## config.mk

```make
export PLATFORM = sky130hd
export DESIGN_NAME = preemptive_priority_wait_times
export DESIGN_NICKNAME = d
export VERILOG_FILES = /design/src/design/ppwt_pkg.sv /design/src/design/ppwt_ctrl.sv /design/src/design/ppwt_dpath.sv /design/src/design/preemptive_priority_wait_times.sv
export SDC_FILE = /design/constraint.sdc
export NUM_CORES = 1
export LEC_CHECK = 0
export ABC_AREA = 1
export BUFFER_PORTS_ARGS = -buffer_cell sky130_fd_sc_hd__buf_2
export CAP_MARGIN = 5
export CORE_MARGIN = 3
export CORE_UTILIZATION = 50
export DETAILED_ROUTE_END_ITERATION = 10
export HOLD_SLACK_MARGIN = 0.12
export PLACE_DENSITY = 0.66
export SYNTH_ARGS = -nofsm -noshare
export SYNTH_HDL_FRONTEND = slang
export SYNTH_HIERARCHICAL = 1
export SYNTH_SLANG_ARGS = --single-unit
```

## constraint.sdc

```tcl
create_clock -name i_clk -period 6.26 [get_ports i_clk]
set_input_delay 0.626 -clock i_clk [delete_from_list [all_inputs] [get_ports i_clk]]
set_output_delay 0.626 -clock i_clk [all_outputs]
set_load 0.01 [all_outputs]
```

## src/design/ppwt_pkg.sv

```systemverilog
`timescale 1ns / 1ps
// ----------------------------------------------------------------------------
// ppwt_pkg
// shared types and constants of the priority scheduler wait-time block
// ----------------------------------------------------------------------------
package ppwt_pkg;

    localparam int MAX_JOBS   = 16;
    localparam int IDX_W      = (MAX_JOBS > 1) ? $clog2(MAX_JOBS) : 1;
    localparam int CNT_W      = $clog2(MAX_JOBS + 1);
    localparam int BURST_W    = 16;
    localparam int URG_W      = 8;
    localparam int TIME_W     = 20;
    localparam int NO_URGENCY = 9999;
    localparam int BEST_W     = $clog2(NO_URGENCY + 1);

    typedef struct packed {
        logic [BURST_W-1:0] burst_length;
        logic [URG_W-1:0]   priority_level;
        logic               is_last;
    } t_job_in;

    typedef struct packed {
        logic [3:0]        job_index;
        logic [TIME_W-1:0] wait_time;
        logic [TIME_W-1:0] turnaround_time;
        logic              last_result;
    } t_job_out;

    // controller to datapath
    typedef struct packed {
        logic load;
        logic sched_init;
        logic scan_step;
        logic commit;
        logic emit_init;
        logic emit_load;
    } t_cmd;

    // datapath to controller
    typedef struct packed {
        logic idx_last;
        logic found;
        logic out_free;
    } t_sts;

endpackage

```

## src/design/ppwt_ctrl.sv

```systemverilog
`timescale 1ns / 1ps
// ----------------------------------------------------------------------------
// ppwt_ctrl
// sequencer: load, scan for the most urgent job, commit it, emit results
// ----------------------------------------------------------------------------
module ppwt_ctrl (
    input  logic           i_clk,
    input  logic           i_rst_n,
    input  logic           i_valid,
    input  logic           i_is_last,
    input  ppwt_pkg::t_sts i_sts,
    output ppwt_pkg::t_cmd o_cmd,
    output logic           o_stall
);

    localparam logic [1:0] ST_IDLE   = 2'd0;
    localparam logic [1:0] ST_SCAN   = 2'd1;
    localparam logic [1:0] ST_COMMIT = 2'd2;
    localparam logic [1:0] ST_EMIT   = 2'd3;

    logic [1:0] r_state;
    logic [1:0] n_state;

    assign o_stall = (r_state != ST_IDLE);

    always_comb begin
        n_state = r_state;
        o_cmd   = '0;
        unique case (r_state)
            ST_IDLE: begin
                if (i_valid) begin
                    o_cmd.load = 1'b1;
                    if (i_is_last) begin
                        o_cmd.sched_init = 1'b1;
                        n_state          = ST_SCAN;
                    end
                end
            end
            ST_SCAN: begin
                o_cmd.scan_step = 1'b1;
                if (i_sts.idx_last) begin
                    n_state = ST_COMMIT;
                end
            end
            ST_COMMIT: begin
                if (i_sts.found) begin
                    o_cmd.commit = 1'b1;
                    n_state      = ST_SCAN;
                end else begin
                    o_cmd.emit_init = 1'b1;
                    n_state         = ST_EMIT;
                end
            end
            ST_EMIT: begin
                if (i_sts.out_free) begin
                    o_cmd.emit_load = 1'b1;
                    if (i_sts.idx_last) begin
                        n_state = ST_IDLE;
                    end
                end
            end
        endcase
    end

    always_ff @(posedge i_clk) begin
        if (!i_rst_n) begin
            r_state <= ST_IDLE;
        end else begin
            r_state <= n_state;
        end
    end

endmodule

```

## src/design/ppwt_dpath.sv

```systemverilog
`timescale 1ns / 1ps
// ----------------------------------------------------------------------------
// ppwt_dpath
// job stores, urgency scan, clock and wait update, result register
// ----------------------------------------------------------------------------
module ppwt_dpath (
    input  logic               i_clk,
    input  logic               i_rst_n,
    input  ppwt_pkg::t_cmd     i_cmd,
    input  ppwt_pkg::t_job_in  i_data,
    input  logic               i_stall,
    output ppwt_pkg::t_sts     o_sts,
    output logic               o_valid,
    output ppwt_pkg::t_job_out o_data
);

    localparam int IDX_W   = ppwt_pkg::IDX_W;
    localparam int CNT_W   = ppwt_pkg::CNT_W;
    localparam int BURST_W = ppwt_pkg::BURST_W;
    localparam int URG_W   = ppwt_pkg::URG_W;
    localparam int TIME_W  = ppwt_pkg::TIME_W;
    localparam int BEST_W  = ppwt_pkg::BEST_W;
    localparam logic [BEST_W-1:0] NO_URG = BEST_W'(ppwt_pkg::NO_URGENCY);

    logic [BURST_W-1:0]        r_burst [ppwt_pkg::MAX_JOBS];
    logic [URG_W-1:0]          r_urg   [ppwt_pkg::MAX_JOBS];
    logic [TIME_W-1:0]         r_wait  [ppwt_pkg::MAX_JOBS];
    logic [ppwt_pkg::MAX_JOBS-1:0] r_done;

    logic [CNT_W-1:0]   r_count;
    logic [IDX_W-1:0]   r_idx;
    logic [TIME_W-1:0]  r_tick;
    logic [BEST_W-1:0]  r_best;
    logic [IDX_W-1:0]   r_best_idx;
    logic [BURST_W-1:0] r_best_burst;
    logic               r_out_valid;
    ppwt_pkg::t_job_out r_out;

    logic [BURST_W-1:0] cur_burst;
    logic               eligible;
    logic [TIME_W:0]    fin_sum;
    logic [TIME_W-1:0]  fin;
    logic [TIME_W-1:0]  wait_sel;

    assign cur_burst = r_burst[r_idx];
    assign eligible  = !r_done[r_idx] && (cur_burst != '0)
                       && ({{(BEST_W-URG_W){1'b0}}, r_urg[r_idx]} < r_best);

    // run the chosen job to completion, clock saturates
    assign fin_sum = {1'b0, r_tick} + (TIME_W+1)'(r_best_burst);
    assign fin     = fin_sum[TIME_W] ? '1 : fin_sum[TIME_W-1:0];

    // zero-length jobs never get a wait written
    assign wait_sel = (cur_burst == '0) ? '0 : r_wait[r_idx];

    assign o_sts.idx_last = ((CNT_W'(r_idx) + CNT_W'(1)) == r_count);
    assign o_sts.found    = (r_best != NO_URG);
    assign o_sts.out_free = !r_out_valid || !i_stall;

    assign o_valid = r_out_valid;
    assign o_data  = r_out;

    always_ff @(posedge i_clk) begin
        if (i_cmd.load && (r_count < CNT_W'(ppwt_pkg::MAX_JOBS))) begin
            r_burst[r_count[IDX_W-1:0]] <= i_data.burst_length;
            r_urg[r_count[IDX_W-1:0]]   <= i_data.priority_level;
        end
        if (i_cmd.commit) begin
            r_wait[r_best_idx] <= fin - TIME_W'(r_best_burst);
        end
    end

    always_ff @(posedge i_clk) begin
        if (i_cmd.scan_step && eligible) begin
            r_best_idx   <= r_idx;
            r_best_burst <= cur_burst;
        end
        if (i_cmd.emit_load) begin
            r_out.job_index       <= 4'(r_idx);
            r_out.wait_time       <= wait_sel;
            r_out.turnaround_time <= wait_sel + TIME_W'(cur_burst);
            r_out.last_result     <= o_sts.idx_last;
        end
    end

    always_ff @(posedge i_clk) begin
        if (!i_rst_n) begin
            r_count     <= '0;
            r_idx       <= '0;
            r_tick      <= '0;
            r_best      <= NO_URG;
            r_done      <= '0;
            r_out_valid <= 1'b0;
        end else begin
            if (i_cmd.load && (r_count < CNT_W'(ppwt_pkg::MAX_JOBS))) begin
                r_count <= r_count + CNT_W'(1);
            end
            if (i_cmd.sched_init) begin
                r_tick <= '0;
                r_done <= '0;
                r_idx  <= '0;
                r_best <= NO_URG;
            end
            if (i_cmd.scan_step) begin
                r_idx <= r_idx + IDX_W'(1);
                if (eligible) begin
                    r_best <= BEST_W'(r_urg[r_idx]);
                end
            end
            if (i_cmd.commit) begin
                r_tick             <= fin;
                r_done[r_best_idx] <= 1'b1;
                r_idx              <= '0;
                r_best             <= NO_URG;
            end
            if (i_cmd.emit_init) begin
                r_idx <= '0;
            end
            if (i_cmd.emit_load) begin
                r_idx <= r_idx + IDX_W'(1);
                if (o_sts.idx_last) begin
                    r_count <= '0;
                end
            end
            if (i_cmd.emit_load) begin
                r_out_valid <= 1'b1;
            end else if (!i_stall) begin
                r_out_valid <= 1'b0;
            end
        end
    end

endmodule

```

## src/design/preemptive_priority_wait_times.sv

```systemverilog
`timescale 1ns / 1ps
// load beat: one job per beat while idle; a set closes on the beat with is_last
// schedule: (k+1) scans over the job stores, n jobs stored, k with nonzero burst,
// one scan per completed job and a final one, then n result beats, one per cycle unless stalled
// no new beat is taken from the scan until the last result is loaded out
// reset (synchronous, active low) empties the set and invalidates the result register
// ----------------------------------------------------------------------------
// preemptive_priority_wait_times
// priority scheduler returning waiting and turnaround time per job
// ----------------------------------------------------------------------------
module preemptive_priority_wait_times (
    input  logic               i_clk,
    input  logic               i_rst_n,
    input  logic               i_valid,
    input  ppwt_pkg::t_job_in  i_data,
    output logic               o_stall,
    output logic               o_valid,
    output ppwt_pkg::t_job_out o_data,
    input  logic               i_stall
);

    ppwt_pkg::t_cmd cmd;
    ppwt_pkg::t_sts sts;

    ppwt_ctrl u_ctrl (
        .i_clk     (i_clk),
        .i_rst_n   (i_rst_n),
        .i_valid   (i_valid),
        .i_is_last (i_data.is_last),
        .i_sts     (sts),
        .o_cmd     (cmd),
        .o_stall   (o_stall)
    );

    ppwt_dpath u_dpath (
        .i_clk   (i_clk),
        .i_rst_n (i_rst_n),
        .i_cmd   (cmd),
        .i_data  (i_data),
        .i_stall (i_stall),
        .o_sts   (sts),
        .o_valid (o_valid),
        .o_data  (o_data)
    );

endmodule

```

After elaboration in Yosys (flattened, before gate mapping)
Memories as Yosys holds them, arrays and structs flattened. A register that Yosys moved wholly into a read port is not among the register bits.
Cells that the tools add are included.
{ "word_totals": {"ff_bits": 127, "mem_bits_rw": 704, "in_bits": 29, "out_inout_bits": 47, "wordCells": 107, "memories": 3} }
{ "mem_list": {"columns": ["memory", "depth", "word_bits", "rd", "rd_ports_with_merged_regs", "wr", "line_no", "text"], "rows": [
  ["u_dpath.r_wait", 16, 20, 1, 1, 1, "ppwt_dpath.sv:27", "logic [TIME_W-1:0] r_wait [ppwt_pkg::MAX_JOBS];"],
  ["u_dpath.r_burst", 16, 16, 1, 1, 1, "ppwt_dpath.sv:25", "logic [BURST_W-1:0] r_burst [ppwt_pkg::MAX_JOBS];"],
  ["u_dpath.r_urg", 16, 8, 1, 1, 1, "ppwt_dpath.sv:26", "logic [URG_W-1:0] r_urg [ppwt_pkg::MAX_JOBS];"]
]} }
{ "op_classes": {"addsub": 6, "magnitude_cmp": 5, "eq_ne": 11, "n_mux": 50, "n_bitwise": 2, "reduce_logical": 17} }
{ "ops": {"columns": ["operator", "count"], "rows": [
  ["20-bit 2-to-1 mux", 4],
  ["16-bit 2-to-1 mux", 3],
  ["4-bit 2-to-1 mux", 11],
  ["14-bit 2-to-1 mux", 3],
  ["20-bit by 16-bit adder with 21-bit output", 1],
  ["20-bit by 16-bit adder with 20-bit output", 1],
  ["20-bit by 16-bit subtractor with 20-bit output", 1],
  ["2-bit 2-to-1 mux", 9],
  ["16-bit logical NOT", 1],
  ["16-bit bitwise OR", 1],
  ["16-bit nonzero test", 1],
  ["5-bit 2-to-1 mux", 3],
  ["8-bit by 14-bit < comparator with 1-bit output", 1],
  ["1-bit 2-to-1 mux", 14],
  ["14-bit != test, second input constant", 1],
  ["4-bit by 5-bit < comparator with 1-bit output, second input constant", 2],
  ["2-bit != test, second input constant", 5],
  ["2-bit case mux with 4 select lines", 1],
  ["4-bit by 1-bit adder with 5-bit output, second input constant", 1],
  ["5-bit by 1-bit adder with 5-bit output, second input constant", 1],
  ["5-bit == test", 1],
  ["1-bit logical AND", 5],
  ["5-bit < comparator, second input constant", 1],
  ["5-bit AND reduction", 1],
  ["other kinds (14)", 18]
]} }

Longest topological paths before layout
{ "logic_depth": {"word_depth": 10, "depth_mapped": 28, "ltp_nobuf": 25} }

Cells and area by module
The synthesis kept the hierarchy.
{ "modules_own_cells": {"columns": ["module", "n_inst", "cells_per_inst", "area_per_inst_um2"], "rows": [
  ["ppwt_dpath", 1, 3089, 35277.6],
  ["ppwt_ctrl", 1, 25, 147.6]
]} }

Worst setup path after synthesis
No wires, ideal clock.
{ "synth_timing": {"path_type": "input to register", "from": "input i_stall", "to": "register with a tool-made name", "setup_ns": 0.078, "arrival_ns": 4.690, "t_required_ns": 6.182, "path_slack_ns": 1.492, "cell_stages": 7, "n_path_buf": 0, "path_cell_list": "nand2_1 inv_1 nor3_1 inv_1 o31ai_1 nand2_1 a21oi_1"} }
{ "synth_lines": {"columns": ["item", "line_no", "text"], "rows": [
  ["start: declaration", "preemptive_priority_wait_times.sv:19", "input logic i_stall"]
]} }

==> flow_summary.html <==
<table>
<tr><th>Metric</th><th>Value</th></tr>
<tr><th colspan="2">Floorplan</th></tr>
<tr><td>Die Area</td><td>0.0741 sq mm</td></tr>
<tr><td>Row count</td><td>96</td></tr>
<tr><td>Core area</td><td>just under 0.07 sq mm</td></tr>
<tr><td>Vertical die dimension</td><td>272 microns</td></tr>
<tr><td>Chip Width</td><td>between 200 and 300 microns</td></tr>
<tr><td>Boundary pin count</td><td>between 70 and 80</td></tr>
<tr><td>Effective utilization at floorplan</td><td>roughly 50%</td></tr>
<tr><th colspan="2">STA</th></tr>
<tr><td>Final TNS setup</td><td>0 ps</td></tr>
<tr><td>Number of pins exceeding their max-slew limit in the final report</td><td>0</td></tr>
<tr><td>Number of setup violations in the final report</td><td>0</td></tr>
<tr><td>Final Hold Viols</td><td>0</td></tr>
<tr><td>Unrepaired setup endpoints after global routing</td><td>no</td></tr>
<tr><td>Final Cycle Share</td><td>95.4%</td></tr>
<tr><td>Final Critical Period</td><td>5970 ps</td></tr>
<tr><td>Final Skew</td><td>27.1 ps</td></tr>
<tr><td>PnR worst setup slack</td><td>about 290 ps</td></tr>
<tr><td>Fmax</td><td>0.167 GHz</td></tr>
<tr><td>Relative slew margins</td><td>11.6%</td></tr>
<tr><td>Slew at the pin closest to its max-slew limit</td><td>between 1000 and 1500 ps</td></tr>
<tr><th colspan="2">Yosys</th></tr>
<tr><td>Most numerous cell in the Yosys netlist</td><td>sky130_fd_sc_hd__edfxtp_1</td></tr>
<tr><td>Synthesis Warnings</td><td>6</td></tr>
<tr><td>Post-synth EDFFs</td><td>around 770</td></tr>
<tr><td>Fraction of the yosys area taken by sequential cells</td><td>between 60% and 70%</td></tr>
<tr><td>Number of different library cells in the post-synthesis netlist</td><td>48</td></tr>
<tr><td>Top post-synthesis cells by area</td><td>sky130_fd_sc_hd__edfxtp_1 65%, sky130_fd_sc_hd__nand2_1 6.6%, sky130_fd_sc_hd__nor2_1 4.1%, sky130_fd_sc_hd__o21ai_0 3.7%, sky130_fd_sc_hd__dfxtp_1 3.7%</td></tr>
<tr><td>Cell count after synthesis</td><td>a little over 3000</td></tr>
<tr><td>Nets in the synthesized netlist</td><td>3206</td></tr>
<tr><td>Most numerous cell types in the synthesized netlist</td><td>769 x sky130_fd_sc_hd__edfxtp_1, 620 x sky130_fd_sc_hd__nand2_1, 385 x sky130_fd_sc_hd__nor2_1</td></tr>
<tr><td>Dominant synthesized flop cell</td><td>sky130_fd_sc_hd__edfxtp_1</td></tr>
<tr><td>Cell area after synthesis</td><td>about 0.035 sq mm</td></tr>
<tr><td>Fraction of post-synthesis cell area in the top cell type by area</td><td>between 60% and 70%</td></tr>
<tr><td>Register bit total from synthesis</td><td>about 840</td></tr>
<tr><td>Dominant cell type by area after synthesis</td><td>sky130_fd_sc_hd__edfxtp_1</td></tr>
<tr><td>Average footprint of a synthesized cell</td><td>11.4 sq um</td></tr>
<tr><td>Asr flop ratio synth</td><td>0%</td></tr>
<tr><th colspan="2">Final layout</th></tr>
<tr><td>Final #Nets</td><td>between 3000 and 4000</td></tr>
<tr><td>Share of layout cells above drive strength 1</td><td>around a tenth</td></tr>
<tr><td>Signed area change from the synthesized netlist to the final layout</td><td>12.1%</td></tr>
<tr><td>Area used by sequential logic in the layout</td><td>between 0.02 and 0.025 sq mm</td></tr>
<tr><td>Multi-input gate area in the final layout</td><td>around 0.01 sq mm</td></tr>
<tr><td>Filler cell count</td><td>5633</td></tr>
<tr><th colspan="2">Power</th></tr>
<tr><td>Leakage component of the power</td><td>~15 nW</td></tr>
<tr><td>Switching power</td><td>around 3.5 mW</td></tr>
<tr><td>Pwr per Cell Area</td><td>341 mW/mm^2</td></tr>
<tr><td>Switching Fraction</td><td>a little over a quarter</td></tr>
<tr><td>Internal power</td><td>roughly 10 mW</td></tr>
<tr><td>Comb pwr share</td><td>roughly 14%</td></tr>
<tr><td>Portion of total power attributed to the clock network</td><td>37.0%</td></tr>
<tr><td>Maximum VDD drop</td><td>between 200 and 300 uV</td></tr>
<tr><td>Flop pwr share</td><td>48.7%</td></tr>
<tr><th colspan="2">Place</th></tr>
<tr><td>Post-placement setup slack</td><td>between 400 and 500 ps</td></tr>
<tr><td>HPWL after detailed placement</td><td>around 54000 microns</td></tr>
<tr><td>Input/output buffers</td><td>75</td></tr>
<tr><td>Last weighted congestion value of the routability-driven placer</td><td>0.874</td></tr>
<tr><th colspan="2">CTS</th></tr>
<tr><td>CTS tree</td><td>yes</td></tr>
<tr><td>Clock Sink Count</td><td>between 800 and 900</td></tr>
<tr><td>Clock edge transition at the registers on the reported setup and hold paths</td><td>about 60 ps</td></tr>
<tr><td>Number of CTS-inserted buffers</td><td>83</td></tr>
<tr><td>Cts repair resizes</td><td>0</td></tr>
<tr><td>Htree depth</td><td>3</td></tr>
<tr><td>Clock buffer depth</td><td>3</td></tr>
<tr><td>Root buffer cell</td><td>sky130_fd_sc_hd__clkbuf_16</td></tr>
<tr><td>Post-CTS setup-driven buffer insertion count</td><td>0</td></tr>
<tr><td>Number of buffers added to fix hold violations after cts</td><td>0</td></tr>
<tr><td>Clk_lat worst skew</td><td>about 630 ps</td></tr>
<tr><th colspan="2">Setup path</th></tr>
<tr><td>Cell with the most instances on the worst path</td><td>sky130_fd_sc_hd__nand2_1</td></tr>
<tr><td>Critical path arrival</td><td>~6300 ps</td></tr>
<tr><td>Slowest cell delay on critical path</td><td>approximately 770 ps</td></tr>
<tr><td>Slowest stage cell, crit path</td><td>sky130_fd_sc_hd__a311oi_1</td></tr>
<tr><td>Launching element type of the critical path</td><td>flop</td></tr>
<tr><td>Element type at the critical path end</td><td>flop</td></tr>
<tr><td>Startpoint-to-endpoint class of the critical path</td><td>flop to flop</td></tr>
<tr><td>CP cell instances</td><td>buf_4 &gt; nand2_1 &gt; nand2_1 &gt; nand2_1 &gt; nand3_1 &gt; nand3_1 &gt; nand2_1 &gt; nor2_1 &gt; nand2_1 &gt; nor2_1 &gt; nand2_2 &gt; inv_1 &gt; a311oi_1 &gt; ha_1 &gt; a21oi_1 &gt; nand2_1 &gt; nand4_1 &gt; nand2_1 &gt; a21boi_0 &gt; o21ai_0 &gt; nand4_1 &gt; nand2_1 &gt; nand2_1 &gt; nand2_1</td></tr>
<tr><td>Max FO, Critical Path</td><td>76</td></tr>
<tr><td>Crit path required time</td><td>about 6600 ps</td></tr>
<tr><th colspan="2">Global route</th></tr>
<tr><td>Overall fraction of global-route tracks in use</td><td>around a quarter</td></tr>
<tr><td>Via count of the first global-routing pass</td><td>around 23000</td></tr>
<tr><td>Overall overflow remaining after global route</td><td>0</td></tr>
<tr><td>Number of antenna violations at the first check in global routing</td><td>2</td></tr>
<tr><td>Pin count of the biggest net entering global routing</td><td>~220</td></tr>
<tr><td>First-pass GRT wire length</td><td>141000 microns</td></tr>
<tr><th colspan="2">Drt</th></tr>
<tr><td>Post-detailed-route via-to-cell ratio</td><td>between 5 and 6</td></tr>
<tr><td>Avg WL per Cell</td><td>22.4 microns</td></tr>
<tr><td>Final Routed Wirelength</td><td>~93000 microns</td></tr>
<tr><td>Count of nets left with antenna violations after detail routing</td><td>0</td></tr>
<tr><td>Count of vias placed by the detailed router</td><td>~24000</td></tr>
<tr><td>Router iterations before antenna repair</td><td>5</td></tr>
<tr><td>Number of design-rule violations left by the first detailed-router iteration</td><td>around 2600</td></tr>
<tr><td>Post-route DRC</td><td>0</td></tr>
<tr><th colspan="2">Run</th></tr>
<tr><td>Max cap viols</td><td>0</td></tr>
<tr><th colspan="2">Outcome</th></tr>
<tr><td>Outcome</td><td>completed</td></tr>
<tr><th colspan="2">Hold path</th></tr>
<tr><td>Class of the tightest hold or removal check</td><td>input pin to flop</td></tr>
</table>
[power by group through the flow]
stage	clock [mW]	combinational, mW	sequential, mW
2_1_floorplan	0	1.21	6.69
3_3_place_gp	0	1.85	6.71
3_5_place_dp	0	1.90	6.71
4_1_cts	5.08	1.92	6.59
5_1_grt	5.32	2.13	6.60
6_report	5.01	1.93	6.60
[cells by family (layout without fill, tap and decap cells)]
logic type | after synthesis | in the layout | share of synthesized area [%]
DFF | 835 | 835 | 68.9
other | 0 | 1 | 0
AOI/OAI and AO/OA | 556 | 556 | 9.13
buffers and inverters | 354 | 489 | 4.12
adders and majority gates | 63 | 63 | 2.29
and+or+nand+nor | 1259 | 1259 | 14.4
xor gates and xnor gates | 47 | 47 | 1.16
[cell type report]
cell class              instances  area share, %
diodes                          1        0.00630
clock buffers                 114           5.94
repair buffers                138           2.17
flip-flops and latches        835           61.5
well taps                     931           2.93
multi-input cells            1925           24.5
inverters                     198           1.90
clock inverters                39           1.04
[path summary, 6_finish.rpt]
| path | startpoint | endpoint | slack [ps] | cells past startpoint |
|---|---|---|---|---|
| worst max-delay path | flop | u_dpath/o_data[18] | 290 | 24 |
| worst max register to register | flop | u_dpath/o_data[18] | 290 | 24 |
| worst min-delay path | i_data[3] | u_dpath/r_urg[7][2] | 370 | 1 |
| worst min register to register | u_dpath/r_best[12] | u_dpath/r_best[12] | 470 | 2 |
[per-layer routing]
layer	track usage (%)	part of all wire (%)	wire length (microns)	vias to the layer above
met2	40.4	48	44500	1104
met1	35.4	42	39000	12000
li1	-	-	-	11100
met4	7.70	2.9	2740	2
met5	0	0.0075	7	-
met3	3.56	7.8	7290	178
[cells in the final DEF (no fill, tap or decap), types with 7 or more instances in the layout]
master / Yosys / routed
sky130_fd_sc_hd__edfxtp_1: 769 / 769
sky130_fd_sc_hd__nand2_1: 620 / 620
sky130_fd_sc_hd__nor2_1: 385 / 355
sky130_fd_sc_hd__o21ai_0: 265 / 265
sky130_fd_sc_hd__nand3_1: 205 / 205
sky130_fd_sc_hd__inv_1: 192 / 192
sky130_fd_sc_hd__a21oi_1: 107 / 107
sky130_fd_sc_hd__clkbuf_16: 0 / 87
sky130_fd_sc_hd__buf_2: 52 / 75
sky130_fd_sc_hd__o22ai_1: 68 / 68
sky130_fd_sc_hd__dfxtp_1: 66 / 62
sky130_fd_sc_hd__buf_4: 15 / 62
sky130_fd_sc_hd__ha_1: 60 / 60
sky130_fd_sc_hd__xor2_1: 33 / 33
sky130_fd_sc_hd__o221ai_1: 28 / 28
sky130_fd_sc_hd__clkbuf_1: 81 / 19
sky130_fd_sc_hd__o211ai_1: 17 / 17
sky130_fd_sc_hd__clkinv_2: 0 / 16
sky130_fd_sc_hd__nor2_2: 0 / 16
sky130_fd_sc_hd__nand4_1: 15 / 15
sky130_fd_sc_hd__xnor2_1: 14 / 14
sky130_fd_sc_hd__nor2_4: 0 / 14
sky130_fd_sc_hd__a32o_1: 12 / 12
sky130_fd_sc_hd__nor3_1: 14 / 11
sky130_fd_sc_hd__a311oi_1: 11 / 11
sky130_fd_sc_hd__clkinv_1: 4 / 10
sky130_fd_sc_hd__a22o_1: 10 / 10
sky130_fd_sc_hd__a31oi_1: 10 / 10
sky130_fd_sc_hd__clkbuf_8: 0 / 8
sky130_fd_sc_hd__or2_2: 8 / 8
sky130_fd_sc_hd__bufinv_16: 0 / 7
[sequential cells by signal (all words and copies together) (netlist names), named ones only]
register              flops
u_dpath/r_best           14
u_dpath/r_burst         256
u_ctrl/r_state            2
u_dpath/r_best_idx        4
u_dpath/r_urg           128
u_dpath/o_data           45
u_dpath/r_count           5
u_dpath/r_tick           20
u_dpath/r_idx             4
u_dpath/r_wait          320
u_dpath/r_best_burst     16
u_dpath/o_valid           1
u_dpath/r_done           16
[critical path: cells and delay by family, from the launching register on]
| family | cells | cell delay, ps |
|---|---|---|
| AOI/OAI and AO/OA | 4 | 1510 |
| adders and majority gates | 1 | 430 |
| buffers and inverters | 2 | 1050 |
| DFF | 1 | 600 |
| and+or+nand+nor | 17 | 2070 |
[stage by stage]
step	hold WS, ps	area, sq um	std cells	util [%]	power, mW
floorplan	432	35400	3114	-	7.90
global route	362	39700	4181	57.2	14.0
CTS	342	39700	4180	57.2	13.6
finish	374	39700	4181	57.2	13.5
detailed placement	455	36900	4027	53.2	8.62
global placement	451	36900	4027	53.2	8.56
Power figures use the tool's default switching activity.
